### config.mk
export PLATFORM = sky130hd
export DESIGN_NAME = text_statistics_counter_top
export DESIGN_NICKNAME = d
export VERILOG_FILES = /design/src/tsc_pkg.sv /design/src/text_statistics_counter_top.sv
export SDC_FILE = /design/constraint.sdc
export NUM_CORES = 2
export LEC_CHECK = 0
export BUFFER_PORTS_ARGS = -buffer_cell sky130_fd_sc_hd__buf_2
export CORE_ASPECT_RATIO = 0.5
export CORE_UTILIZATION = 45
export CTS_BUF_LIST = sky130_fd_sc_hd__clkbuf_8
export DETAILED_ROUTE_END_ITERATION = 10
export PLACE_DENSITY = 0.6
export SLEW_MARGIN = 10
export SYNTH_ARGS = -nofsm -noshare
export SYNTH_HDL_FRONTEND = slang
export SYNTH_MEMORY_MAX_BITS = 65536
export SYNTH_SLANG_ARGS = --single-unit
### constraint.sdc
create_clock -name clock -period 19.49 [get_ports clock]
set_clock_uncertainty 0.1 [all_clocks]
set_input_delay 0.9745 -clock clock [delete_from_list [all_inputs] [get_ports clock]]
set_output_delay 0.9745 -clock clock [all_outputs]
set_load 0.02 [all_outputs]
### src/tsc_pkg.sv
// Shared types, character constants and the byte classifier for the text statistics counter.
package tsc_pkg;

   // Fixed alphabet: one histogram bin for each byte value.
   localparam int ALPHABET_SIZE = 256;
   localparam int BYTE_BITS     = 8;
   localparam int OUT_BITS      = 16;
   localparam int CLASS_COUNT   = 8;

   // Packed report width: ten 16-bit totals and the peak byte.
   localparam int RSP_BITS = 10 * OUT_BITS + BYTE_BITS;

   // Indexes into the class counter bank.
   localparam int K_VOWEL = 0;
   localparam int K_CONS  = 1;
   localparam int K_DIGIT = 2;
   localparam int K_SPACE = 3;
   localparam int K_PUNCT = 4;
   localparam int K_SENT  = 5;
   localparam int K_PARA  = 6;
   localparam int K_WORD  = 7;

   // Character constants.
   localparam logic [BYTE_BITS-1:0] CH_A_LOW  = 8'h61;
   localparam logic [BYTE_BITS-1:0] CH_E_LOW  = 8'h65;
   localparam logic [BYTE_BITS-1:0] CH_I_LOW  = 8'h69;
   localparam logic [BYTE_BITS-1:0] CH_O_LOW  = 8'h6F;
   localparam logic [BYTE_BITS-1:0] CH_U_LOW  = 8'h75;
   localparam logic [BYTE_BITS-1:0] CH_Z_LOW  = 8'h7A;
   localparam logic [BYTE_BITS-1:0] CH_A_UP   = 8'h41;
   localparam logic [BYTE_BITS-1:0] CH_Z_UP   = 8'h5A;
   localparam logic [BYTE_BITS-1:0] CH_ZERO   = 8'h30;
   localparam logic [BYTE_BITS-1:0] CH_NINE   = 8'h39;
   localparam logic [BYTE_BITS-1:0] CH_TAB    = 8'h09;
   localparam logic [BYTE_BITS-1:0] CH_LF     = 8'h0A;
   localparam logic [BYTE_BITS-1:0] CH_CR     = 8'h0D;
   localparam logic [BYTE_BITS-1:0] CH_SPACE  = 8'h20;
   localparam logic [BYTE_BITS-1:0] CH_BANG   = 8'h21;
   localparam logic [BYTE_BITS-1:0] CH_TILDE  = 8'h7E;
   localparam logic [BYTE_BITS-1:0] CH_PERIOD = 8'h2E;
   localparam logic [BYTE_BITS-1:0] CH_QUERY  = 8'h3F;
   localparam logic [BYTE_BITS-1:0] CASE_BIT  = 8'h20;

   // Class flags of one byte; several may be set together.
   typedef struct packed {
      logic vowel;
      logic cons;
      logic digit;
      logic space;
      logic punct;
      logic sent;
      logic para;
      logic alnum;
   } cls_type;

   // C-locale classification of one byte.
   function automatic cls_type classify(input logic [BYTE_BITS-1:0] c);
      cls_type                r;
      logic [BYTE_BITS-1:0]   low;
      logic                   alpha;
      logic                   digit;
      logic                   space;
      logic                   vowel;
      low   = c | CASE_BIT;
      alpha = ((c >= CH_A_UP) && (c <= CH_Z_UP)) || ((c >= CH_A_LOW) && (c <= CH_Z_LOW));
      digit = (c >= CH_ZERO) && (c <= CH_NINE);
      space = (c == CH_SPACE) || ((c >= CH_TAB) && (c <= CH_CR));
      vowel = (low == CH_A_LOW) || (low == CH_E_LOW) || (low == CH_I_LOW) ||
              (low == CH_O_LOW) || (low == CH_U_LOW);
      r       = '0;
      r.vowel = alpha && vowel;
      r.cons  = alpha && !vowel;
      r.digit = digit;
      r.space = space;
      r.para  = (c == CH_LF) || (c == CH_CR);
      r.punct = !alpha && !digit && (c >= CH_BANG) && (c <= CH_TILDE);
      r.sent  = (c == CH_PERIOD) || (c == CH_BANG) || (c == CH_QUERY);
      r.alnum = alpha || digit;
      return r;
   endfunction

endpackage

### src/text_statistics_counter_top.sv
// Text statistics counter: byte histogram in a synchronous memory, class and word totals.
// The report beat is registered on rsp when the final text byte leaves the update stage.
// Throughput: one byte per cycle; the histogram read-modify-write has a two-stage loop
// (memory read, then update and write) closed by forwarding the previous write.
// A byte with tlast waits in the update stage only while an earlier report beat is not taken.
// Reset clears control state; per-bin valid flip-flops mark every bin empty.
module text_statistics_counter_top
   import tsc_pkg::*;
#(
   parameter int COUNT_BITS = 16
) (
   input  logic                 clock,
   input  logic                 reset,
   // Input stream
   input  logic                 req_tvalid,
   output logic                 req_tready,
   input  logic [7:0]           req_tdata,   // [7:0] text_byte
   input  logic                 req_tlast,   // end_of_text
   // Report stream
   output logic                 rsp_tvalid,
   input  logic                 rsp_tready,
   output logic [RSP_BITS-1:0]  rsp_tdata    // [15:0] total_length, [31:16] words,
                                             // [47:32] sentences, [63:48] paragraphs,
                                             // [79:64] vowels, [95:80] consonants,
                                             // [111:96] digits, [127:112] whitespace,
                                             // [143:128] punctuation, [159:144] peak_count,
                                             // [167:160] peak_byte
);

   localparam int ADDR_BITS = $clog2(ALPHABET_SIZE);

   // Saturating increment of a counter.
   function automatic logic [COUNT_BITS-1:0] sat_inc(input logic [COUNT_BITS-1:0] v);
      return (v == {COUNT_BITS{1'b1}}) ? v : v + COUNT_BITS'(1);
   endfunction

   // Clamp a counter to the 16-bit report field.
   function automatic logic [OUT_BITS-1:0] sat_out(input logic [COUNT_BITS-1:0] v);
      logic [31:0] w;
      w = 32'(v);
      return (w > 32'h0000_FFFF) ? {OUT_BITS{1'b1}} : w[OUT_BITS-1:0];
   endfunction

   // Histogram memory and its per-bin valid bits
   logic [COUNT_BITS-1:0]    hist_mem [ALPHABET_SIZE];
   logic [COUNT_BITS-1:0]    rd_data_ff;
   logic [ALPHABET_SIZE-1:0] hist_vld_ff, hist_vld_in;

   // Update stage
   logic                     s1_valid_ff, s1_valid_in;
   logic [ADDR_BITS-1:0]     s1_byte_ff;
   logic                     s1_last_ff;

   // Last histogram write, for forwarding
   logic                     fwd_en_ff, fwd_en_in;
   logic [ADDR_BITS-1:0]     fwd_addr_ff;
   logic [COUNT_BITS-1:0]    fwd_data_ff;

   // Running totals
   logic [COUNT_BITS-1:0]    byte_total_ff, byte_total_in;
   logic [COUNT_BITS-1:0]    cls_cnt_ff [CLASS_COUNT];
   logic [COUNT_BITS-1:0]    cls_cnt_in [CLASS_COUNT];
   logic                     inside_word_ff, inside_word_in;
   logic [COUNT_BITS-1:0]    best_count_ff, best_count_in;
   logic [ADDR_BITS-1:0]     best_byte_ff, best_byte_in;

   // Report register
   logic                     rsp_tvalid_ff, rsp_tvalid_in;
   logic [RSP_BITS-1:0]      rsp_tdata_ff, rsp_tdata_in;

   logic                     req_accept;
   logic                     s1_adv;
   logic                     s1_report;
   logic                     hist_wr;
   logic                     fwd_hit;
   logic [COUNT_BITS-1:0]    bin_old;
   logic [COUNT_BITS-1:0]    bin_new;
   cls_type                  cls;

   // Handshake: the update stage moves on unless a report would overwrite one not yet taken
   assign s1_adv     = s1_valid_ff && (!s1_last_ff || !rsp_tvalid_ff || rsp_tready);
   assign s1_report  = s1_adv && s1_last_ff;
   assign req_tready = !s1_valid_ff || s1_adv;
   assign req_accept = req_tvalid && req_tready;
   assign rsp_tvalid = rsp_tvalid_ff;
   assign rsp_tdata  = rsp_tdata_ff;

   // Histogram memory: read on accept, write back from the update stage
   always_ff @(posedge clock) begin
      if (req_accept) begin
         rd_data_ff <= hist_mem[req_tdata[ADDR_BITS-1:0]];
      end
      if (hist_wr) begin
         hist_mem[s1_byte_ff] <= bin_new;
      end
   end

   // Bin read with forwarding of the write made at the read's own edge
   assign fwd_hit = fwd_en_ff && (fwd_addr_ff == s1_byte_ff);
   always_comb begin
      if (fwd_hit) begin
         bin_old = fwd_data_ff;
      end else if (hist_vld_ff[s1_byte_ff]) begin
         bin_old = rd_data_ff;
      end else begin
         bin_old = '0;
      end
      bin_new = sat_inc(bin_old);
   end

   // The final byte's bin is discarded with the rest, so it is not written
   assign hist_wr   = s1_adv && !s1_last_ff;
   assign fwd_en_in = hist_wr ? 1'b1 : (s1_report ? 1'b0 : fwd_en_ff);

   // Valid bits: set on write, all cleared after a report
   always_comb begin
      hist_vld_in = hist_vld_ff;
      if (s1_report) begin
         hist_vld_in = '0;
      end else if (hist_wr) begin
         hist_vld_in[s1_byte_ff] = 1'b1;
      end
   end

   // Classification and next totals of the update stage
   assign cls = classify(BYTE_BITS'(s1_byte_ff));

   always_comb begin
      byte_total_in  = byte_total_ff;
      inside_word_in = inside_word_ff;
      best_count_in  = best_count_ff;
      best_byte_in   = best_byte_ff;
      for (int k = 0; k < CLASS_COUNT; k++) begin
         cls_cnt_in[k] = cls_cnt_ff[k];
      end
      if (s1_adv) begin
         byte_total_in = sat_inc(byte_total_ff);
         if (bin_new > best_count_ff) begin
            best_count_in = bin_new;
            best_byte_in  = s1_byte_ff;
         end
         if (cls.vowel) cls_cnt_in[K_VOWEL] = sat_inc(cls_cnt_ff[K_VOWEL]);
         if (cls.cons)  cls_cnt_in[K_CONS]  = sat_inc(cls_cnt_ff[K_CONS]);
         if (cls.digit) cls_cnt_in[K_DIGIT] = sat_inc(cls_cnt_ff[K_DIGIT]);
         if (cls.space) cls_cnt_in[K_SPACE] = sat_inc(cls_cnt_ff[K_SPACE]);
         if (cls.punct) cls_cnt_in[K_PUNCT] = sat_inc(cls_cnt_ff[K_PUNCT]);
         if (cls.sent)  cls_cnt_in[K_SENT]  = sat_inc(cls_cnt_ff[K_SENT]);
         if (cls.para)  cls_cnt_in[K_PARA]  = sat_inc(cls_cnt_ff[K_PARA]);
         if (cls.alnum && !inside_word_ff) begin
            cls_cnt_in[K_WORD] = sat_inc(cls_cnt_ff[K_WORD]);
         end
         inside_word_in = cls.alnum;
      end
   end

   // Report beat built from the totals including the final byte
   assign rsp_tdata_in = {BYTE_BITS'(best_byte_in),
                          sat_out(best_count_in),
                          sat_out(cls_cnt_in[K_PUNCT]),
                          sat_out(cls_cnt_in[K_SPACE]),
                          sat_out(cls_cnt_in[K_DIGIT]),
                          sat_out(cls_cnt_in[K_CONS]),
                          sat_out(cls_cnt_in[K_VOWEL]),
                          sat_out(cls_cnt_in[K_PARA]),
                          sat_out(cls_cnt_in[K_SENT]),
                          sat_out(cls_cnt_in[K_WORD]),
                          sat_out(byte_total_in)};

   always_comb begin
      if (s1_report) begin
         rsp_tvalid_in = 1'b1;
      end else if (rsp_tready) begin
         rsp_tvalid_in = 1'b0;
      end else begin
         rsp_tvalid_in = rsp_tvalid_ff;
      end
   end

   assign s1_valid_in = req_accept ? 1'b1 : (s1_adv ? 1'b0 : s1_valid_ff);

   // Control and total registers; a report returns every total to zero
   always_ff @(posedge clock) begin
      if (reset) begin
         s1_valid_ff    <= 1'b0;
         fwd_en_ff      <= 1'b0;
         hist_vld_ff    <= '0;
         rsp_tvalid_ff  <= 1'b0;
         byte_total_ff  <= '0;
         inside_word_ff <= 1'b0;
         best_count_ff  <= '0;
         best_byte_ff   <= '0;
         for (int k = 0; k < CLASS_COUNT; k++) begin
            cls_cnt_ff[k] <= '0;
         end
      end else begin
         s1_valid_ff   <= s1_valid_in;
         fwd_en_ff     <= fwd_en_in;
         hist_vld_ff   <= hist_vld_in;
         rsp_tvalid_ff <= rsp_tvalid_in;
         if (s1_report) begin
            byte_total_ff  <= '0;
            inside_word_ff <= 1'b0;
            best_count_ff  <= '0;
            best_byte_ff   <= '0;
            for (int k = 0; k < CLASS_COUNT; k++) begin
               cls_cnt_ff[k] <= '0;
            end
         end else begin
            byte_total_ff  <= byte_total_in;
            inside_word_ff <= inside_word_in;
            best_count_ff  <= best_count_in;
            best_byte_ff   <= best_byte_in;
            for (int k = 0; k < CLASS_COUNT; k++) begin
               cls_cnt_ff[k] <= cls_cnt_in[k];
            end
         end
      end
   end

   // Payload registers
   always_ff @(posedge clock) begin
      if (req_accept) begin
         s1_byte_ff <= req_tdata[ADDR_BITS-1:0];
         s1_last_ff <= req_tlast;
      end
      if (hist_wr) begin
         fwd_addr_ff <= s1_byte_ff;
         fwd_data_ff <= bin_new;
      end
      if (s1_report) begin
         rsp_tdata_ff <= rsp_tdata_in;
      end
   end

   // A report leaves every histogram bin empty
   a_clear_after_report: assert property (@(posedge clock) disable iff (reset)
      s1_report |=> (hist_vld_ff == '0) && !fwd_en_ff)
      else $error("histogram not cleared after report");

   // A forwarded bin always belongs to a bin already marked valid
   a_fwd_valid: assert property (@(posedge clock) disable iff (reset)
      (s1_valid_ff && fwd_hit) |-> hist_vld_ff[s1_byte_ff])
      else $error("forwarded bin not marked valid");

   // The peak bin never exceeds the byte total
   a_peak_bound: assert property (@(posedge clock) disable iff (reset)
      best_count_ff <= byte_total_ff)
      else $error("peak count above byte total");

   // A stalled update stage keeps its byte
   a_stall_hold: assert property (@(posedge clock) disable iff (reset)
      (s1_valid_ff && !s1_adv) |=> s1_valid_ff && $stable(s1_byte_ff) && $stable(s1_last_ff))
      else $error("update stage lost its byte during a stall");

endmodule
**After elaboration in Yosys (flattened, before gate mapping)**

Memories as Yosys holds them, arrays and structs flattened. A register that Yosys moved wholly into a read port is not among the register bits.
Cells that the tools add are included.

- Flip-flop bits (word level): 501
- Bits in writable memories: 4,224
- Input port bits: 13
- Output and inout port bits: 170
- Word-level logic and storage cells: 179
- Memories: 2

- Add/subtract/negate cells: 10
- Magnitude comparators: 13
- Equality and inequality tests: 22
- Mux-type cells: 62
- Bitwise gates (word level): 17
- Reduce and logical (&&, ||, !) cells: 40

Memory list:

| memory | depth | width | read ports | clocked after Yosys merged registers in | wr ports | RTL line | text |
|---|---|---|---|---|---|---|---|
| hist_mem | 256 | 16 | 1 | 1 | 1 | text_statistics_counter_top.sv:45 | `logic [COUNT_BITS-1:0] hist_mem [ALPHABET_SIZE];` |
| cls_cnt_ff | 8 | 16 | 8 | 0 | 8 | text_statistics_counter_top.sv:61 | `logic [COUNT_BITS-1:0] cls_cnt_ff [CLASS_COUNT];` |

Operators with widths:

| cell | count |
|---|---|
| $mux 16 | 39 |
| $or 256x256->256 | 1 |
| $add 16x1->16 const B | 10 |
| $eq 16x16->1 const B | 10 |
| $mux 128 | 1 |
| $eq 7x6->1 const B | 5 |
| $eq 8x6->1 const B | 4 |
| $le 8x7->1 const B | 3 |
| $mux 1 | 18 |
| $eq 8x4->1 const B | 2 |
| $ge 8x6->1 const B | 2 |
| $ge 8x7->1 const B | 2 |
| $gt 16x16->1 | 1 |
| $logic_and 1x1->1 | 16 |
| $mux 8 | 2 |
| $or 1x1->1 | 16 |
| $logic_or 1x1->1 | 13 |
| $lt 8x9->1 const B | 1 |
| $bmux 1 s8 | 1 |
| $demux 1 s8 | 1 |
| $eq 8x8->1 | 1 |
| $ge 8x1->1 const B | 1 |
| $ge 8x4->1 const B | 1 |
| $le 8x4->1 const B | 1 |
| 4 further kinds | 12 |

**Logic depth before layout (Yosys ltp)**

- Word-level depth: 10
- Depth in mapped cells: 36
- Mapped depth without buffers: 28

**Least setup slack after synthesis**

No wires, ideal clock.

- Path type: flip-flop to flip-flop
- From: register s1_byte_ff[0]
- To: register rsp_tdata_ff[147] (netlist: rsp_tdata[147]), data pin
- Setup time: 257 ps
- Arrival time: 13,301 ps
- Data required time: 19,133 ps
- Slack: 5,832 ps
- Stages on the path, launching flop included: 30
- Path buffers: 7
- Period minus slack after synthesis: 13,658 ps
- Path through: edfxtp_1 > buf_6 > buf_8 > buf_6 > mux4_2 > mux2i_1 > nand2_1 > a22oi_2 > nand3_2 > a22o_1 > buf_6 > buf_4 > a22oi_2 > inv_1 > ha_1 > and2_1 > a21oi_4 > a211oi_2 > xnor2_1 > ha_1 > o21a_1 > o21a_1 > o21a_1 > o21ai_0 > a21o_1 > clkbuf_1 > clkbuf_1 > nor3_1 > a21oi_1 > nand2_1

- Longest elaborated chain between the ends: 9
- Elaborated cells on any way between the ends: 12
- Those cells by class: 1 x add/sub; 1 x order compare; 2 x eq/ne; 7 x mux; 1 x reduce/logical

RTL lines:

| what | RTL line | text |
|---|---|---|
| start, declared | text_statistics_counter_top.sv:51 | `logic [ADDR_BITS-1:0] s1_byte_ff;` |
| start signal, assigned | text_statistics_counter_top.sv:223 | `s1_byte_ff <= req_tdata[ADDR_BITS-1:0];` |
| $bmux 1 s8 | text_statistics_counter_top.sv:103 | `end else if (hist_vld_ff[s1_byte_ff]) begin` |
| $mux 1 (implied by the code) | text_statistics_counter_top.sv:103 |  |
| $mux 16 | text_statistics_counter_top.sv:103 |  |
| $mux 16 * | text_statistics_counter_top.sv:101 | `if (fwd_hit) begin` |
| $add 16x1->16 / $eq 16x16->1 (equally long branches) | text_statistics_counter_top.sv:34 | `return (v == {COUNT_BITS{1'b1}}) ? v : v + COUNT_BITS'(1);` |
| $mux 16 * | text_statistics_counter_top.sv:34 |  |
| net bin_new[4] | text_statistics_counter_top.sv:77 | `logic [COUNT_BITS-1:0] bin_new;` |
| $gt 16x16->1 * | text_statistics_counter_top.sv:138 | `if (bin_new > best_count_ff) begin` |
| $mux 16 * | text_statistics_counter_top.sv:138 |  |
| $mux 16 * | text_statistics_counter_top.sv:136 | `if (s1_adv) begin` |
| net best_count_in[3] | text_statistics_counter_top.sv:64 | `logic [COUNT_BITS-1:0] best_count_ff, best_count_in;` |
| end signal, assigned | text_statistics_counter_top.sv:231 | `rsp_tdata_ff <= rsp_tdata_in;` |
| end, declared | text_statistics_counter_top.sv:69 | `logic [RSP_BITS-1:0] rsp_tdata_ff, rsp_tdata_in;` |

Mark *: on every way through the listed nets, which the timed path passes. The rest lies on a longest branch. The select of a mux whose other input is x is not followed.
A chain may end at the register's enable or synchronous reset.

**Worst setup path in the final report**

- From: register s1_byte_ff[5]
- To: register rsp_tdata_ff[147] (netlist: rsp_tdata[147]), data pin

Same word-level chain as after synthesis.

==> impl_metrics.prom <==
# TYPE chip_impl_metric gauge
chip_impl_metric{name="cts_buffer_count",unit=""} 671
chip_impl_metric{name="synth_cells",unit=""} 8580
chip_impl_metric{name="h-tree-depth",unit=""} 6
chip_impl_info{name="worst_hold_path_type",value="input pin to flip-flop"} 1
chip_impl_metric{name="fmaxAchievable",unit="GHz"} 0.126
chip_impl_metric{name="synth-xor-area-share",unit="%"} 0.583
chip_impl_metric{name="routed_wl",unit="mm"} 490
chip_impl_info{name="critPathKind",value="flip-flop to flip-flop"} 1
chip_impl_metric{name="fin_setup_tns",unit="ns"} 0
chip_impl_info{name="tritoncts",value="built"} 1
chip_impl_info{name="cp-start-kind",value="flip-flop"} 1
chip_impl_info{name="grt_setup_unrepaired",value="false"} 1
chip_impl_metric{name="drcViolationCount",unit=""} 0
chip_impl_metric{name="grt_start_max_net_pins",unit=""} 209
chip_impl_info{name="slowest_stage",value="sky130_fd_sc_hd__mux2_8"} 1
chip_impl_metric{name="clock-sinks",unit=""} 4741
chip_impl_metric{name="drt_pre_antenna_iters",unit=""} 6
chip_impl_metric{name="power_density",unit="mW/mm^2"} 97.2
chip_impl_metric{name="r2r_setup_slack",unit="ns"} 11.56
chip_impl_metric{name="floorplan.rows",unit=""} 165
chip_impl_metric{name="layout.filler_cells",unit=""} 32200
chip_impl_metric{name="grt_pass1_vias",unit=""} 90500
chip_impl_metric{name="yosys_warnings",unit=""} 0
chip_impl_metric{name="synth.mux.area_fraction",unit="%"} 17.6
chip_impl_metric{name="total_leakage_power",unit="nW"} 66.1
chip_impl_metric{name="cts_hold_buffers",unit=""} 0
chip_impl_metric{name="grt_overflow_total",unit=""} 0
chip_impl_metric{name="synth-seq-area-share",unit="%"} 76.0
chip_impl_info{name="highest_signal_layer_in_the_routed_design",value="met5"} 1
chip_impl_metric{name="compound_gate_portion_of_the_synthesized_area",unit="%"} 0.860
chip_impl_metric{name="drt_first_iter_violations",unit=""} 11600
chip_impl_info{name="dominant_delay_contributor_by_cell_family_on_the_critical_path",value="compound AO/OA/AOI/OAI gates"} 1
chip_impl_info{name="synth_top_family_by_area",value="multiplexers"} 1
chip_impl_metric{name="core_area",unit="sq mm"} 0.405
chip_impl_metric{name="worst-endpoint-required",unit="ns"} 20.29
chip_impl_info{name="end_kind",value="flip-flop"} 1
chip_impl_metric{name="slew_violations",unit=""} 0
chip_impl_metric{name="post_cts_resized",unit=""} 0
chip_impl_info{name="yosysMostFrequentCell",value="sky130_fd_sc_hd__edfxtp_1"} 1
chip_impl_metric{name="dr_total_vias",unit=""} 91900
chip_impl_info{name="yosys-top-cells-area",value="sky130_fd_sc_hd__edfxtp_1, sky130_fd_sc_hd__mux4_2, sky130_fd_sc_hd__dfxtp_1, sky130_fd_sc_hd__nor2_1, sky130_fd_sc_hd__and2_1"} 1
chip_impl_metric{name="synthesis.area_per_instance",unit="sq um"} 21.4
chip_impl_info{name="synth_largest_area_cell",value="sky130_fd_sc_hd__edfxtp_1"} 1
chip_impl_metric{name="max_cap_violations",unit=""} 0
chip_impl_metric{name="crit_path_max_incr_delay",unit="ns"} 0.83
chip_impl_metric{name="detailedPlacementHpwl",unit="mm"} 287
chip_impl_metric{name="synth-edff-count",unit=""} 4425
chip_impl_metric{name="grtUsageTotal",unit="%"} 23.5
chip_impl_metric{name="met2WireLength",unit="mm"} 220
chip_impl_metric{name="post_synthesis_share_of_cell_area_spent_on_and_or_nand_and_nor_gates",unit="%"} 3.71
chip_impl_info{name="top_post_synthesis_cells_by_count",value="sky130_fd_sc_hd__edfxtp_1, sky130_fd_sc_hd__mux4_2, sky130_fd_sc_hd__nor2_1, sky130_fd_sc_hd__dfxtp_1, sky130_fd_sc_hd__clkbuf_1"} 1
chip_impl_metric{name="finalHoldViolations",unit=""} 0
chip_impl_metric{name="finalCriticalPeriod",unit="ns"} 7.93
chip_impl_metric{name="grt_pass1_wl",unit="mm"} 689
chip_impl_metric{name="port_buffers",unit=""} 182
chip_impl_metric{name="cp_max_fo",unit=""} 118
chip_impl_metric{name="final.period_utilization",unit="%"} 40.7
chip_impl_metric{name="total_power",unit="mW"} 20.0
chip_impl_metric{name="layout-area-overhead-vs-synth",unit="%"} 12.0
chip_impl_metric{name="die_area",unit="sq mm"} 0.410
chip_impl_metric{name="route.layer.met1.wl",unit="mm"} 208
chip_impl_metric{name="design.final.nets",unit=""} 9453
chip_impl_metric{name="initial_core_util",unit="%"} 45.3
chip_impl_metric{name="syn_area",unit="sq mm"} 0.183
chip_impl_metric{name="setup_viol",unit=""} 0
chip_impl_metric{name="die_w",unit="microns"} 904
chip_impl_metric{name="postCtsSetupBuffers",unit=""} 0
chip_impl_info{name="most_frequently_used_flop_master_after_synthesis",value="sky130_fd_sc_hd__edfxtp_1"} 1
chip_impl_metric{name="antenna_found_initial",unit=""} 40
chip_impl_metric{name="synth_top_area_share",unit="%"} 72.5
chip_impl_metric{name="post_cts_clock_slew_at_the_launch_and_capture_registers_of_the_worst_setup_and_hold_paths",unit="ns"} 0.08
chip_impl_metric{name="pin_count",unit=""} 183
chip_impl_metric{name="vertical_extent_of_the_die",unit="microns"} 453
chip_impl_metric{name="worstPathBufferInverterCount",unit=""} 4
chip_impl_metric{name="clkLatencyLatePin",unit="ns"} 1.15
chip_impl_metric{name="post_drt_wl_per_cell",unit="microns"} 31.8
chip_impl_metric{name="amount_of_wire_on_met3_after_detailed_routing",unit="mm"} 48.5
chip_impl_metric{name="weighted_congestion_reported_at_the_end_of_routability_driven_placement",unit=""} 0.905
chip_impl_info{name="status",value="completed"} 1
chip_impl_metric{name="tightestPinTransition",unit="ns"} 1.24
chip_impl_metric{name="synth_area_in_adders",unit="%"} 0.178
chip_impl_metric{name="clock_tree.buffer_depth",unit=""} 4
chip_impl_metric{name="async_flop_share",unit="%"} 0
chip_impl_info{name="clock-root-buffer",value="sky130_fd_sc_hd__clkbuf_8"} 1
chip_impl_metric{name="viasPerCell",unit=""} 5.97
chip_impl_metric{name="cp_data_arrival_time",unit="ns"} 8.73
chip_impl_metric{name="slew_headroom",unit="%"} 17.0
chip_impl_metric{name="vdd_drop_max",unit="V"} 0.0000506
chip_impl_metric{name="postSynthRegisterBits",unit=""} 4741
chip_impl_metric{name="final_layout_size_suffix_gt1_share",unit="%"} 28.9
chip_impl_metric{name="ant_nets",unit=""} 0
chip_impl_metric{name="netlist-cell-type-count",unit=""} 84
chip_impl_metric{name="fin_worst_hold_slack",unit="ns"} 0.0735
area by class of cell:
class / count / area, sq um / share of cell area [%]
antenna: 24 / 60.1 / 0.0293
clock buffer: 711 / 9790 / 4.77
clock inverter: 487 / 2280 / 1.11
inverter: 40 / 150 / 0.0731
multi-input combinational: 3483 / 43600 / 21.2
sequential: 4741 / 139000 / 67.8
tap: 5427 / 6790 / 3.31
timing repair buffer: 477 / 3400 / 1.66
logic make-up (layout without fill, tap and decap cells):
group / count (synthesis) / count (layout)
buf+inv: 467 / 1715
compound gates: 213 / 213
xor+xnor: 119 / 119
simple gates: 1516 / 1516
other cells: 1 / 136
mux: 1497 / 1497
fa+ha+maj: 26 / 26
flops: 4741 / 4741
path summary, 6_finish.rpt:
path,from,to,cells after the start
max reg2reg,s1_byte_ff[5],rsp_tdata[147],27
max,s1_byte_ff[5],rsp_tdata[147],27
min reg2reg,hist_vld_ff[162],hist_vld_ff[162],2
min,reset,s1_valid_ff,2
worst register-to-register path: stages, from the launching register on:
cell                       delay, ns
sky130_fd_sc_hd__edfxtp_1       0.54
sky130_fd_sc_hd__buf_4          0.26
sky130_fd_sc_hd__nor2b_1        0.81
sky130_fd_sc_hd__nand3_1        0.39
sky130_fd_sc_hd__a41oi_1        0.38
sky130_fd_sc_hd__a21oi_1        0.08
sky130_fd_sc_hd__nand3_1        0.22
sky130_fd_sc_hd__a22o_1         0.20
sky130_fd_sc_hd__buf_4          0.35
sky130_fd_sc_hd__a22o_1         0.32
sky130_fd_sc_hd__ha_1           0.21
sky130_fd_sc_hd__inv_1          0.11
sky130_fd_sc_hd__nor2_2         0.26
sky130_fd_sc_hd__a21o_1         0.18
sky130_fd_sc_hd__nand3_4        0.28
sky130_fd_sc_hd__mux2_8         0.83
sky130_fd_sc_hd__ha_1           0.37
sky130_fd_sc_hd__nand3_1        0.09
sky130_fd_sc_hd__o22ai_1        0.09
sky130_fd_sc_hd__o21a_1         0.18
sky130_fd_sc_hd__o21a_1         0.16
sky130_fd_sc_hd__o21a_1         0.15
sky130_fd_sc_hd__o21ai_0        0.25
sky130_fd_sc_hd__a21o_1         0.16
sky130_fd_sc_hd__buf_4          0.38
sky130_fd_sc_hd__nor3_1         0.09
sky130_fd_sc_hd__a21oi_1        0.19
sky130_fd_sc_hd__nand2_1        0.08
layout by cell type, fill, tap and decap left out, types with 15 or more instances in the layout:
| cell | Yosys | final |
|---|---|---|
| sky130_fd_sc_hd__nor2_1 | 873 | 742 |
| sky130_fd_sc_hd__mux4_2 | 1384 | 1384 |
| sky130_fd_sc_hd__nor3_1 | 25 | 25 |
| sky130_fd_sc_hd__buf_12 | 0 | 16 |
| sky130_fd_sc_hd__mux2i_1 | 96 | 96 |
| sky130_fd_sc_hd__mux2_2 | 15 | 15 |
| sky130_fd_sc_hd__a21oi_1 | 46 | 45 |
| sky130_fd_sc_hd__nor2_2 | 5 | 26 |
| sky130_fd_sc_hd__nand4_1 | 40 | 40 |
| sky130_fd_sc_hd__o21ai_0 | 16 | 16 |
| sky130_fd_sc_hd__ha_1 | 26 | 26 |
| sky130_fd_sc_hd__inv_1 | 40 | 304 |
| sky130_fd_sc_hd__and3_1 | 43 | 42 |
| sky130_fd_sc_hd__buf_2 | 51 | 176 |
| sky130_fd_sc_hd__edfxtp_1 | 4425 | 4425 |
| sky130_fd_sc_hd__nand2_1 | 187 | 184 |
| sky130_fd_sc_hd__o21a_1 | 19 | 18 |
| sky130_fd_sc_hd__diode_2 | 0 | 24 |
| sky130_fd_sc_hd__nand3_1 | 106 | 106 |
| sky130_fd_sc_hd__dfxtp_1 | 316 | 316 |
| sky130_fd_sc_hd__clkinvlp_4 | 0 | 18 |
| sky130_fd_sc_hd__xor2_1 | 45 | 41 |
| sky130_fd_sc_hd__a22oi_1 | 43 | 43 |
| sky130_fd_sc_hd__clkinv_1 | 0 | 136 |
| sky130_fd_sc_hd__and2_1 | 167 | 165 |
| sky130_fd_sc_hd__clkinv_2 | 0 | 40 |
| sky130_fd_sc_hd__nor2b_1 | 22 | 19 |
| sky130_fd_sc_hd__conb_1 | 1 | 112 |
| sky130_fd_sc_hd__buf_4 | 8 | 280 |
| sky130_fd_sc_hd__xnor2_1 | 72 | 70 |
| sky130_fd_sc_hd__clkbuf_8 | 0 | 711 |
| sky130_fd_sc_hd__nor2_4 | 0 | 110 |
power by group:
group          switching [mW]  leakage, nW  internal [mW]  total [mW]
clock network            3.82         7.10           3.47        7.29
logic                   0.864         15.7          0.410        1.27
registers              0.0358         43.3           11.4        11.4
routing by layer:
layer,global-route usage [%],up-vias
met1,34.9,49500
li1,-,37000
met3,5.69,778
met2,35.1,4587
met4,6.48,22
met5,0,-
metrics by stage:
stage | area [sq um] | setup WS (ns) | utilization, % | cells
finish | 205000 | 11.56 | 50.7 | 15400
global route | 205000 | 11.12 | 50.7 | 15400
CTS | 205000 | 11.63 | 50.7 | 15400
detailed placement | 193000 | 11.64 | 47.7 | 14200
global placement | 193000 | 11.57 | 47.7 | 14200
floorplan | 184000 | 5.83 | - | 8691
sequential cells by signal, summed over array words and instances (netlist names), 8 cells and up:
name / flops
s1_byte_ff: 8
fwd_data_ff: 16
best_count_ff: 16
hist_mem: 4096
best_byte_ff: 8
byte_total_ff: 16
hist_vld_ff: 256
fwd_addr_ff: 8
rd_data_ff: 16
cls_cnt_ff: 128
rsp_tdata: 168
Note: power is estimated with default switching activity, not from simulation.
